## src/hdl/i2cseq_pkg.sv

```systemverilog
// i2cseq_pkg: shared types, codes and constants of the i2c transaction sequencer
// used by i2cseq_step, i2c_master_transaction_sequencer_core and i2cseq_checker
// no dependencies

package i2cseq_pkg;

  // default and widths
  localparam int MAX_ADDR_BYTES_DEF = 4;
  localparam int ABL_W              = 3;
  localparam int IN_TDATA_W         = 80;
  localparam int OUT_TDATA_W        = 24;

  // request kinds
  localparam logic [1:0] REQ_CMD    = 2'd0;
  localparam logic [1:0] REQ_STATUS = 2'd1;
  localparam logic [1:0] REQ_STOPPED = 2'd2;

  // sequencer phases
  localparam logic [2:0] PH_IDLE   = 3'd0;
  localparam logic [2:0] PH_START  = 3'd1;
  localparam logic [2:0] PH_SLA    = 3'd2;
  localparam logic [2:0] PH_IADDR  = 3'd3;
  localparam logic [2:0] PH_TXDATA = 3'd4;
  localparam logic [2:0] PH_RX     = 3'd5;
  localparam logic [2:0] PH_STOP   = 3'd6;

  // bus actions
  localparam logic [2:0] ACT_NONE    = 3'd0;
  localparam logic [2:0] ACT_START   = 3'd1;
  localparam logic [2:0] ACT_SEND    = 3'd2;
  localparam logic [2:0] ACT_RACK    = 3'd3;
  localparam logic [2:0] ACT_RNACK   = 3'd4;
  localparam logic [2:0] ACT_STOP    = 3'd5;
  localparam logic [2:0] ACT_RELEASE = 3'd6;

  // error codes
  localparam logic [1:0] ERR_NONE = 2'd0;
  localparam logic [1:0] ERR_NACK = 2'd1;
  localparam logic [1:0] ERR_BUSY = 2'd2;

  // bus status codes, low three bits masked off
  localparam logic [7:0] ST_MASK      = 8'hF8;
  localparam logic [7:0] ST_START     = 8'h08;
  localparam logic [7:0] ST_RSTART    = 8'h10;
  localparam logic [7:0] ST_SLAW_ACK  = 8'h18;
  localparam logic [7:0] ST_SLAW_NACK = 8'h20;
  localparam logic [7:0] ST_TX_ACK    = 8'h28;
  localparam logic [7:0] ST_TX_NACK   = 8'h30;
  localparam logic [7:0] ST_ARB       = 8'h38;
  localparam logic [7:0] ST_SLAR_ACK  = 8'h40;
  localparam logic [7:0] ST_SLAR_NACK = 8'h48;
  localparam logic [7:0] ST_RX_ACK    = 8'h50;
  localparam logic [7:0] ST_RX_NACK   = 8'h58;

  typedef struct packed {
    logic [1:0]  req_type;
    logic        read_mode;
    logic [6:0]  slave_addr;
    logic [31:0] mem_addr;
    logic [2:0]  addr_bytes;
    logic [7:0]  byte_count;
    logic [7:0]  status_code;
    logic [7:0]  rx_byte;
    logic [7:0]  next_tx_byte;
  } item_t;

  typedef struct packed {
    logic [2:0] action;
    logic [7:0] bus_byte;
    logic       rx_valid;
    logic [7:0] rx_data;
    logic       done_res;
    logic [1:0] error_code;
  } result_t;

  typedef struct packed {
    logic [2:0]       phase;
    logic             reading;
    logic             read_after_write;
    logic [6:0]       target_addr;
    logic [31:0]      inner_addr;
    logic [ABL_W-1:0] addr_bytes_left;
    logic [7:0]       bytes_left;
    logic [1:0]       error_held;
  } state_t;

endpackage

```

## src/hdl/i2cseq_step.sv

```systemverilog
// i2cseq_step: next-state and result logic for one beat of the sequencer
// depends on i2cseq_pkg

module i2cseq_step #(
  parameter int MAX_ADDR_BYTES = i2cseq_pkg::MAX_ADDR_BYTES_DEF
) (
  input  i2cseq_pkg::item_t   item,
  input  i2cseq_pkg::state_t  cur,
  output i2cseq_pkg::state_t  nxt,
  output i2cseq_pkg::result_t res
);

  localparam logic [2:0] MAX_AB = 3'(MAX_ADDR_BYTES);

  logic [7:0]                   st;
  logic                         rdphase;
  logic [2:0]                   ab_sat;
  logic [1:0]                   sel;
  logic [7:0]                   addr_byte;
  logic [7:0]                   bl_dec;

  // status code and direction of the current address phase
  assign st      = item.status_code & i2cseq_pkg::ST_MASK;
  assign rdphase = cur.reading && !cur.read_after_write;
  assign ab_sat  = (item.addr_bytes > MAX_AB) ? MAX_AB : item.addr_bytes;
  assign sel     = 2'(cur.addr_bytes_left - i2cseq_pkg::ABL_W'(1));
  assign bl_dec  = (cur.bytes_left != 8'd0) ? (cur.bytes_left - 8'd1) : 8'd0;

  // internal address byte, most significant first
  always_comb begin
    unique case (sel)
      2'd0:    addr_byte = cur.inner_addr[7:0];
      2'd1:    addr_byte = cur.inner_addr[15:8];
      2'd2:    addr_byte = cur.inner_addr[23:16];
      default: addr_byte = cur.inner_addr[31:24];
    endcase
  end

  always_comb begin
    nxt = cur;
    res = '0;
    unique case (item.req_type)
      // new command, taken only when idle
      i2cseq_pkg::REQ_CMD: begin
        if (cur.phase == i2cseq_pkg::PH_IDLE) begin
          nxt.reading          = item.read_mode;
          nxt.target_addr      = item.slave_addr;
          nxt.inner_addr       = item.mem_addr;
          nxt.addr_bytes_left  = ab_sat;
          nxt.bytes_left       = (item.read_mode && item.byte_count == 8'd0) ?
                                 8'd1 : item.byte_count;
          nxt.read_after_write = item.read_mode && (ab_sat != 3'd0);
          nxt.error_held       = i2cseq_pkg::ERR_NONE;
          nxt.phase            = i2cseq_pkg::PH_START;
          res.action           = i2cseq_pkg::ACT_START;
        end
      end
      // bus status after the interrupt flag
      i2cseq_pkg::REQ_STATUS: begin
        unique case (cur.phase)
          i2cseq_pkg::PH_START: begin
            if (st == i2cseq_pkg::ST_START || st == i2cseq_pkg::ST_RSTART) begin
              res.action   = i2cseq_pkg::ACT_SEND;
              res.bus_byte = {cur.target_addr, rdphase};
              nxt.phase    = i2cseq_pkg::PH_SLA;
            end else begin
              res.action     = i2cseq_pkg::ACT_RELEASE;
              res.done_res   = 1'b1;
              res.error_code = i2cseq_pkg::ERR_BUSY;
              nxt.phase      = i2cseq_pkg::PH_IDLE;
            end
          end
          i2cseq_pkg::PH_SLA, i2cseq_pkg::PH_IADDR, i2cseq_pkg::PH_TXDATA: begin
            priority if (cur.phase == i2cseq_pkg::PH_SLA && rdphase &&
                         st == i2cseq_pkg::ST_SLAR_ACK) begin
              res.action = (cur.bytes_left > 8'd1) ? i2cseq_pkg::ACT_RACK :
                                                     i2cseq_pkg::ACT_RNACK;
              nxt.phase  = i2cseq_pkg::PH_RX;
            end else if ((cur.phase == i2cseq_pkg::PH_SLA && rdphase &&
                          st == i2cseq_pkg::ST_SLAR_NACK) ||
                         (cur.phase == i2cseq_pkg::PH_SLA && !rdphase &&
                          st == i2cseq_pkg::ST_SLAW_NACK) ||
                         (cur.phase != i2cseq_pkg::PH_SLA &&
                          st == i2cseq_pkg::ST_TX_NACK)) begin
              res.action     = i2cseq_pkg::ACT_STOP;
              nxt.error_held = i2cseq_pkg::ERR_NACK;
              nxt.phase      = i2cseq_pkg::PH_STOP;
            end else if ((cur.phase == i2cseq_pkg::PH_SLA && !rdphase &&
                          st == i2cseq_pkg::ST_SLAW_ACK) ||
                         (cur.phase != i2cseq_pkg::PH_SLA &&
                          st == i2cseq_pkg::ST_TX_ACK)) begin
              // next address byte, data byte or stop
              priority if (cur.addr_bytes_left != '0) begin
                res.action          = i2cseq_pkg::ACT_SEND;
                res.bus_byte        = addr_byte;
                nxt.addr_bytes_left = cur.addr_bytes_left - i2cseq_pkg::ABL_W'(1);
                nxt.phase           = i2cseq_pkg::PH_IADDR;
              end else if (cur.bytes_left != 8'd0 && !cur.read_after_write) begin
                res.action     = i2cseq_pkg::ACT_SEND;
                res.bus_byte   = item.next_tx_byte;
                nxt.bytes_left = bl_dec;
                nxt.phase      = i2cseq_pkg::PH_TXDATA;
              end else begin
                res.action     = i2cseq_pkg::ACT_STOP;
                nxt.error_held = i2cseq_pkg::ERR_NONE;
                nxt.phase      = i2cseq_pkg::PH_STOP;
              end
            end else begin
              res.action     = i2cseq_pkg::ACT_RELEASE;
              res.done_res   = 1'b1;
              res.error_code = i2cseq_pkg::ERR_BUSY;
              nxt.phase      = i2cseq_pkg::PH_IDLE;
            end
          end
          i2cseq_pkg::PH_RX: begin
            if (st == i2cseq_pkg::ST_RX_ACK || st == i2cseq_pkg::ST_RX_NACK) begin
              res.rx_valid   = 1'b1;
              res.rx_data    = item.rx_byte;
              nxt.bytes_left = bl_dec;
              if (st == i2cseq_pkg::ST_RX_ACK && bl_dec != 8'd0) begin
                res.action = (bl_dec > 8'd1) ? i2cseq_pkg::ACT_RACK :
                                               i2cseq_pkg::ACT_RNACK;
                nxt.phase  = i2cseq_pkg::PH_RX;
              end else begin
                res.action     = i2cseq_pkg::ACT_STOP;
                nxt.error_held = i2cseq_pkg::ERR_NONE;
                nxt.phase      = i2cseq_pkg::PH_STOP;
              end
            end else begin
              res.action     = i2cseq_pkg::ACT_RELEASE;
              res.done_res   = 1'b1;
              res.error_code = i2cseq_pkg::ERR_BUSY;
              nxt.phase      = i2cseq_pkg::PH_IDLE;
            end
          end
          default: begin
          end
        endcase
      end
      // stop condition finished on the bus
      i2cseq_pkg::REQ_STOPPED: begin
        if (cur.phase == i2cseq_pkg::PH_STOP) begin
          nxt.read_after_write = 1'b0;
          if (cur.read_after_write && cur.error_held == i2cseq_pkg::ERR_NONE) begin
            res.action = i2cseq_pkg::ACT_START;
            nxt.phase  = i2cseq_pkg::PH_START;
          end else begin
            res.done_res   = 1'b1;
            res.error_code = cur.error_held;
            nxt.phase      = i2cseq_pkg::PH_IDLE;
          end
        end
      end
      default: begin
      end
    endcase
  end

endmodule

```

## src/hdl/i2c_master_transaction_sequencer_core.sv

```systemverilog
// i2c_master_transaction_sequencer_core: top level of the i2c transaction sequencer
// depends on i2cseq_pkg and i2cseq_step
//
// usage
//   in_*  : one beat per command or bus event; in_tuser carries the request kind
//           (new command, bus status, stop finished), in_tdata the command and
//           status fields. every input beat yields exactly one output beat.
//   out_* : next bus action, byte to send, received byte, done flag and error.
// pipeline: input register, then the output register that drives out_tvalid.
// throughput: one beat per cycle while not stalled; the input register feeds
//   the step logic and the sequencer state and output register are written
//   together, so a beat that depends on the one before it is not held back.
// reset: rst_n low clears both valid flags and returns the sequencer to idle
//   with no transaction pending.
// stall: while out_tready is low the result stays in the output register; one
//   more beat is held in the input register and in_tready then drops.

module i2c_master_transaction_sequencer_core #(
  parameter int MAX_ADDR_BYTES = i2cseq_pkg::MAX_ADDR_BYTES_DEF
) (
  input  logic                               clk,
  input  logic                               rst_n,
  input  logic                               in_tvalid,
  output logic                               in_tready,
  // read_mode[0], slave_addr[7:1], mem_addr[39:8], addr_bytes[42:40],
  // byte_count[50:43], status_code[58:51], rx_byte[66:59], next_tx_byte[74:67]
  input  logic [i2cseq_pkg::IN_TDATA_W-1:0]  in_tdata,
  // req_type[1:0]
  input  logic [1:0]                         in_tuser,
  output logic                               out_tvalid,
  input  logic                               out_tready,
  // action[2:0], bus_byte[10:3], rx_valid[11], rx_data[19:12], done_res[20],
  // error_code[22:21]
  output logic [i2cseq_pkg::OUT_TDATA_W-1:0] out_tdata
);

  logic                  in_vld_r;
  i2cseq_pkg::item_t     item_r;
  logic                  out_vld_r;
  i2cseq_pkg::result_t   res_r;
  i2cseq_pkg::result_t   res_nxt;
  i2cseq_pkg::state_t    state_r;
  i2cseq_pkg::state_t    state_nxt;
  i2cseq_pkg::item_t     item_in;
  logic                  adv;

  // unpack the input beat
  always_comb begin
    item_in.req_type     = in_tuser;
    item_in.read_mode    = in_tdata[0];
    item_in.slave_addr   = in_tdata[7:1];
    item_in.mem_addr     = in_tdata[39:8];
    item_in.addr_bytes   = in_tdata[42:40];
    item_in.byte_count   = in_tdata[50:43];
    item_in.status_code  = in_tdata[58:51];
    item_in.rx_byte      = in_tdata[66:59];
    item_in.next_tx_byte = in_tdata[74:67];
  end

  // handshake between input register and output register
  assign adv       = in_vld_r && (!out_vld_r || out_tready);
  assign in_tready = !in_vld_r || adv;

  // input register
  always_ff @(posedge clk) begin
    if (!rst_n) begin
      in_vld_r <= 1'b0;
    end else if (in_tready) begin
      in_vld_r <= in_tvalid;
    end
    if (in_tready && in_tvalid) begin
      item_r <= item_in;
    end
  end

  i2cseq_step #(
    .MAX_ADDR_BYTES (MAX_ADDR_BYTES)
  ) u_step (
    .item (item_r),
    .cur  (state_r),
    .nxt  (state_nxt),
    .res  (res_nxt)
  );

  // sequencer state, updated as each beat moves to the output
  // idle is the all-zero phase code
  always_ff @(posedge clk) begin
    if (!rst_n) begin
      state_r <= '0;
    end else if (adv) begin
      state_r <= state_nxt;
    end
  end

  // output register
  always_ff @(posedge clk) begin
    if (!rst_n) begin
      out_vld_r <= 1'b0;
    end else if (adv) begin
      out_vld_r <= 1'b1;
    end else if (out_tready) begin
      out_vld_r <= 1'b0;
    end
    if (adv) begin
      res_r <= res_nxt;
    end
  end

  assign out_tvalid = out_vld_r;
  assign out_tdata  = {1'b0, res_r.error_code, res_r.done_res, res_r.rx_data,
                       res_r.rx_valid, res_r.bus_byte, res_r.action};

endmodule

```

## config.mk

```make
export PLATFORM = sky130hd
export DESIGN_NAME = i2c_master_transaction_sequencer_core
export DESIGN_NICKNAME = d
export VERILOG_FILES = /design/src/hdl/i2cseq_pkg.sv /design/src/hdl/i2cseq_step.sv /design/src/hdl/i2c_master_transaction_sequencer_core.sv
export SDC_FILE = /design/constraint.sdc
export NUM_CORES = 1
export LEC_CHECK = 0
export BUFFER_PORTS_ARGS = -buffer_cell sky130_fd_sc_hd__buf_4
export CAP_MARGIN = 20
export CORE_MARGIN = 2
export CORE_UTILIZATION = 60
export CTS_CLUSTER_DIAMETER = 40
export DETAILED_ROUTE_END_ITERATION = 7
export MAX_ROUTING_LAYER = met4
export PLACE_DENSITY = 0.84
export SETUP_SLACK_MARGIN = 0.2
export SLEW_MARGIN = 30
export SYNTH_ARGS = -nofsm -noshare
export SYNTH_HDL_FRONTEND = slang
export SYNTH_SLANG_ARGS = --single-unit
```

## constraint.sdc

```tcl
create_clock -name clk -period 7.7 [get_ports clk]
set_input_delay 1.54 -clock clk [delete_from_list [all_inputs] [get_ports clk]]
set_output_delay 1.54 -clock clk [all_outputs]
set_load 0.02 [all_outputs]
```

==> flow_metrics.py, run 1 <==
metrics = {
    "finish": {
        "area_delta_synth_final_pct": 20.5,
        "finalNetCount": 809,
        "fin_cells": 862,
        "antennaDiodeCount": 0,
        "stdcell_area_mm2": 0.00807,
        "layout-drive-gt1-share": 0.217,
    },
    "global_route": {
        "busiest_layer": "met2",
        "grt_pass1_wl_um": 24200,
        "grt_use_total": 0.276,
        "overflow": 0,
        "antenna_found_initial": 0,
        "grt_pass1_vias": 5065,
        "grt_use_met3": 0.0622,
        "grt_use_met2": 0.479,
        "met1_usage": 0.315,
        "grt_max_degree": 67,
    },
    "timing": {
        "skew_ns": 0.00975,
        "fmax_mhz": 274,
        "maxSlewViolCount": 0,
        "worstMarginPinSlew_ns": 0.953,
        "rsz0062_at_grt": "false",
        "tns_ns": 0,
        "final-setup-viol-count": 0,
        "relSlewSlack": 0.359,
        "final-hold-violation-count": 0,
        "min_period_over_period": 0.474,
        "period_needed_ns": 3.65,
    },
    "synth": {
        "synthMuxAreaShare": 0,
        "synth_fa_ha_area_frac": 0.0262,
        "synth_flop_cell": "edfxtp_1",
        "synth_nets": 719,
        "yosysUniqueCellTypes": 67,
        "synthArstFlopShare": 0,
        "ys_seq_area_frac": 0.608,
        "synthXorXnorAreaFrac": 0.00392,
        "netlist_area_mm2": 0.00670,
        "synth_compound_area_frac": 0.161,
        "yosysWarnings": 0,
        "ys_seq_elements": 155,
        "syn_area_per_cell_um2": 10.8,
        "synth_top_family_by_area": "simple AND/OR/NAND/NOR gates",
        "synth-simple-area-share": 0.169,
        "synth_cells": 619,
        "synth-edff-count": 97,
    },
    "clocking": {
        "cts_hold_buf": 0,
        "cts_setup_buffers": 0,
        "cts.sinks": 155,
        "cts_root_buffer": "clkbuf_8",
        "cts_max_path_buffers": 2,
        "cts-htree-levels": 4,
        "numCtsBuffers": 17,
        "clk_pin_slew_ns": 0.06,
        "cts-resized-gates": 0,
        "insertion_delay_ns": 0.53,
        "cts_tree": "built",
    },
    "drt": {
        "wl_per_cell_um": 17.7,
        "vias": 5132,
        "antenna_left": 0,
        "vias_per_cell": 5.95,
        "dr.pass1.iters": 7,
        "wirelength_um": 15300,
        "drc": 0,
        "drtIter0Drc": 347,
    },
    "placement": {
        "place_inst": 829,
        "io_buffers": 102,
        "place_area_mm2": 0.00752,
        "hpwlAfterDp_um": 10400,
        "globalplace.congestion": 0.976,
    },
    "setup_path": {
        "cp-end-kind": "primary output",
        "cp_slowest_cell": "nor2b_1",
        "regToRegStartpoint": "state_r[55]",
        "r2r_slack_ns": 4.84,
        "path_max_fanout": 4,
        "crit_path_cell_trace": "buf_4 > nor2b_1 > nand2_1 > buf_4",
        "timing_worst_setup_path_type": "primary input to primary output",
        "cp.required_ns": 6.16,
        "start_kind": "primary input",
        "arrival_ns": 2.11,
        "worst_r2r_path_depth": 7,
        "reg2reg_to": "out_tdata[10]",
        "critPathMaxStageDelay_ns": 0.21,
        "crit_top_cell": "buf_4",
    },
    "die": {
        "die_h_um": 110,
        "core-area_mm2": 0.0109,
        "die_w_um": 110,
        "std_cell_rows": 38,
        "io_pins": 112,
        "initial_core_util": 0.615,
        "dieArea_mm2": 0.0120,
    },
    "worst_hold_path": {
        "min_from": "state_r[33]",
        "hold_end": "state_r[33]",
        "hold_class": "register to register",
        "holdPathStages": 2,
    },
    "pwr": {
        "internal_power_uw": 1400,
        "comb_power_share": 0.083,
        "p_sw_uw": 454,
        "p_sw_frac": 0.245,
        "seq_power_share": 0.507,
        "cellLeakagePower_uw": 0.00290,
        "p_per_area_mw_per_mm2": 230,
        "vdd_drop_max_v": 0.000221,
        "clock_power_share": 0.410,
    },
    "flow_run": {
        "maxCapViolCount": 0,
    },
    "run_status": {
        "status": "complete, no violations",
    },
}
==> registers in the layout (all words and copies together), names as in the netlist <==
| register | cells |
|---|---|
| state_r | 56 |
| item_r | 74 |
| out_tdata | 23 |
| in_vld_r | 1 |
| out_tvalid | 1 |
==> worst max-delay path, delay by kind of cell <==
| kind | cells | cell delay (ns) |
|---|---|---|
| buffers and inverters | 2 | 0.27 |
| and+or+nand+nor | 2 | 0.31 |
==> cell usage after synthesis (3+ instances only) <==
cell type / instances / area, µm²
nor4bb_1: 3 / 30.0
inv_1: 13 / 48.8
o211ai_1: 5 / 37.5
a22oi_1: 11 / 82.6
nor2_1: 24 / 90.1
nor3_1: 12 / 60.1
and3_1: 3 / 18.8
nand2b_1: 10 / 62.6
a211oi_1: 7 / 52.6
clkbuf_1: 31 / 116
a32oi_1: 4 / 35.0
edfxtp_1: 97 / 2910
dfxtp_1: 58 / 1160
a21oi_1: 57 / 285
ha_1: 14 / 175
o21ai_0: 21 / 105
nand3_1: 9 / 45.0
a222oi_1: 8 / 80.1
nand2_1: 119 / 447
o21a_1: 6 / 45.0
o31ai_1: 4 / 30.0
nor3b_1: 3 / 22.5
a31oi_1: 4 / 25.0
o2111ai_1: 4 / 35.0
nor4_1: 3 / 18.8
and2_1: 19 / 119
o21ai_1: 9 / 45.0
nor3_2: 3 / 30.0
nor2b_1: 5 / 31.3
==> layout make-up <==
type,instances,area (µm²)
repair buffers,107,801
flip-flops and latches,155,4070
multi-input cells,413,2420
inverters,15,56.3
fillers,702,2820
clock buffers,20,435
clock inverters,12,105
well taps,140,175
==> metal layers <==
| metal | routed length, µm | vias to the layer above |
|---|---|---|
| li1 | - | 2444 |
| met2 | 8060 | 195 |
| met5 | 0 | - |
| met4 | 233 | 0 |
| met1 | 6050 | 2467 |
| met3 | 936 | 26 |
==> cell families after synthesis <==
| logic type | count (synthesis) |
|---|---|
| and+or+nand+nor | 230 |
| AOI/OAI and AO/OA | 165 |
| DFF | 155 |
| buffers and inverters | 51 |
| adders and majority gates | 14 |
| xor gates and xnor gates | 3 |
| other | 1 |
==> cell usage in the layout (no fill, tap or decap), types with 4 or more instances in the layout <==
master     instances
a21oi_1           57
o2111ai_1          4
a211oi_1           7
nor2_1            23
nand3_1            9
o21a_1             6
inv_1             12
dfxtp_1           58
a31oi_1            4
inv_6              5
a32oi_1            4
and2_1            18
edfxtp_1          97
buf_4            106
clkbuf_16         16
o211ai_1           5
nand2b_1          10
nor3_2             4
ha_1              14
a222oi_1           8
nor3_1            11
nor2b_1            5
nand2_1          119
a22oi_1           11
o31ai_1            4
o21ai_0           21
o21ai_1            9
==> stage by stage <==
step           hold slack, ns   util  setup slack [ns]  total power, µW
2_1_floorplan           0.436      -              3.70             1040
3_3_place_gp            0.443  0.691              4.07             1100
3_5_place_dp            0.448  0.691              3.97             1110
4_1_cts                 0.456  0.740              4.05             1860
5_1_grt                 0.476  0.741              3.99             1910
6_report                0.459  0.741              4.05             1850
==> power by group through the flow <==
stage	Combinational (µW)	Sequential, µW	Clock (µW)
after detailed placement	151	958	0
after CTS	152	940	770
after global placement	146	956	0
after global routing	166	943	804
final	153	940	761
after floorplan	87.8	957	0
==> how the worst max path moves through the flow <==
stage | from | end | slack [ns] | depth (start not counted)
finish | out_tready | in_tready | 4.05 | 4
floorplan | out_tready | item_r[0] | 3.70 | 3
global route | out_tready | in_tready | 3.99 | 4
detailed placement | out_tready | state_r[25] | 3.97 | 8
CTS | out_tready | in_tready | 4.05 | 4
global placement | out_tready | in_tready | 4.07 | 4
Note: power is estimated with default switching activity, not from simulation.
==> inputs of run 2 (changes only) <==
Settings changed: CORE_UTILIZATION 60 to 56, PLACE_DENSITY 0.84 to 0.79.
Clock period 7.7 ns to 3.7 ns, I/O delays scaled along.
==> flow_metrics.py, run 2 (synthesis results as in run 1) <==
metrics = {
    "setup_path": {
        "crit_path_cell_trace": "inv_1 > ha_1 > clkinv_1 > nor2_1 > buf_4 > nand4_1 > a2111oi_0 > a31o_1",
        "start_kind": "register",
        "timing_worst_setup_path_type": "register to register",
        "path_max_fanout": 16,
        "arrival_ns": 3.11,
        "cp.required_ns": 4.07,
        "cp_slowest_cell": "a2111oi_0",
        "path_delay_family": "buffers and inverters",
        "worst-path-buf-inv": 3,
        "critPathMaxStageDelay_ns": 0.54,
        "cp-end-kind": "register",
    },
    "drt": {
        "drc": 0,
        "drtIter0Drc": 431,
        "vias": 5126,
        "vias_per_cell": 5.89,
        "antenna_left": 0,
        "wirelength_um": 15600,
        "dr.pass1.iters": 6,
        "wl_per_cell_um": 17.9,
    },
    "clocking": {
        "cts_max_path_buffers": 2,
        "cts_tree": "built",
        "cts_root_buffer": "clkbuf_16",
        "cts-htree-levels": 4,
        "clk_pin_slew_ns": 0.06,
        "cts-resized-gates": 0,
        "insertion_delay_ns": 0.43,
        "numCtsBuffers": 17,
        "cts.sinks": 155,
        "cts_setup_buffers": 0,
        "cts_hold_buf": 0,
    },
    "global_route": {
        "grt_pass1_vias": 5093,
        "grt_max_degree": 52,
        "grt_use_total": 0.258,
        "overflow": 0,
        "busiest_layer": "met2",
        "grt_use_met3": 0.0509,
        "met1_usage": 0.307,
        "grt_pass1_wl_um": 24900,
        "grt_use_met2": 0.425,
        "antenna_found_initial": 0,
    },
    "timing": {
        "worstMarginPinSlew_ns": 0.941,
        "fmax_mhz": 365,
        "relSlewSlack": 0.372,
        "hold_ws_ns": 0.455,
        "tns_ns": 0,
        "period_needed_ns": 2.74,
        "skew_ns": 0.00939,
        "min_period_over_period": 0.740,
        "final-setup-viol-count": 0,
        "rsz0062_at_grt": "false",
        "worst_slack_ns": 0.962,
        "final-hold-violation-count": 0,
        "maxSlewViolCount": 0,
    },
    "pwr": {
        "internal_power_uw": 3050,
        "comb_power_share": 0.081,
        "p_sw_frac": 0.232,
        "p_sw_uw": 921,
        "p_per_area_mw_per_mm2": 486,
        "seq_power_share": 0.493,
        "vdd_drop_max_v": 0.000427,
        "cellLeakagePower_uw": 0.00294,
        "clock_power_share": 0.426,
    },
    "placement": {
        "hpwlAfterDp_um": 10500,
        "place_ws_ns": 0.996,
        "globalplace.congestion": 0.936,
        "io_buffers": 102,
    },
    "run_status": {
        "status": "complete, no violations",
    },
    "finish": {
        "antennaDiodeCount": 0,
        "finalNetCount": 814,
        "final_cell_mix": "nand2_1, buf_4, edfxtp_1",
        "multi_input_area_mm2": 0.00242,
        "area_delta_synth_final_pct": 21.9,
        "top_register": "item_r",
        "layout-drive-gt1-share": 0.220,
        "fill_cells": 838,
        "register_area_mm2": 0.00407,
        "final_common_cell": "nand2_1",
        "largest_reg_flops": 74,
    },
    "die": {
        "die_w_um": 113,
        "std_cell_rows": 39,
        "die_h_um": 113,
        "core-area_mm2": 0.0116,
        "dieArea_mm2": 0.0128,
        "io_pins": 112,
        "initial_core_util": 0.579,
    },
    "flow_run": {
        "maxCapViolCount": 0,
    },
    "worst_hold_path": {
        "hold_class": "register to register",
    },
}
## run 2: cell count changes in the layout (fill, tap and decap cells not counted), sizes merged
cell / change
buf: +5
inv: -4
bufinv: +2
clkbuf: -2
clkinv: +2
clkinvlp: +2
## run 2: path summary, 6_finish.rpt
kind                                  start          end  slack [ns]  cells past startpoint
worst max-delay path             item_r[76]   state_r[8]        0.96                      8
worst max register to register   item_r[76]   state_r[8]        0.96                      8
worst min register to register  state_r[24]  state_r[24]        0.45                      2
worst min-delay path            state_r[24]  state_r[24]        0.45                      2
## run 2: cell type report
| cell class | count | area share |
|---|---|---|
| Tap cell | 143 | 0.0219 |
| Multi-Input combinational cell | 413 | 0.297 |
| Sequential cell | 155 | 0.499 |
| Clock inverter | 14 | 0.0176 |
| Inverter | 15 | 0.00690 |
| Timing Repair Buffer | 112 | 0.105 |
| Clock buffer | 18 | 0.0526 |
## run 2: routing by layer
metal,vias to the layer above,share of wire
met5,-,0
met4,0,0.024
met3,36,0.050
met2,180,0.52
met1,2454,0.41
li1,2456,-
## run 2: stage by stage
stage          utilization  cells  cell area (µm²)  total power (µW)
3_5_place_dp         0.655    837             7570              2310
5_1_grt              0.706    870             8160              4090
3_3_place_gp         0.655    837             7570              2300
2_1_floorplan            -    619             6700              2170
6_report             0.706    870             8160              3970
4_1_cts              0.705    869             8150              3980
## run 2: power by group through the flow
stage | combinational, µW | sequential, µW | clock [µW]
after floorplan | 183 | 1990 | 0
after global placement | 313 | 1990 | 0
after detailed placement | 319 | 1990 | 0
after CTS | 321 | 1960 | 1700
after global routing | 354 | 1960 | 1770
final | 323 | 1960 | 1690
## run 2: tightest hold or removal path, stage by stage, from the launching register on
cell and delay (ns):
dfxtp_1 0.31, nand2_1 0.05, a21oi_1 0.05
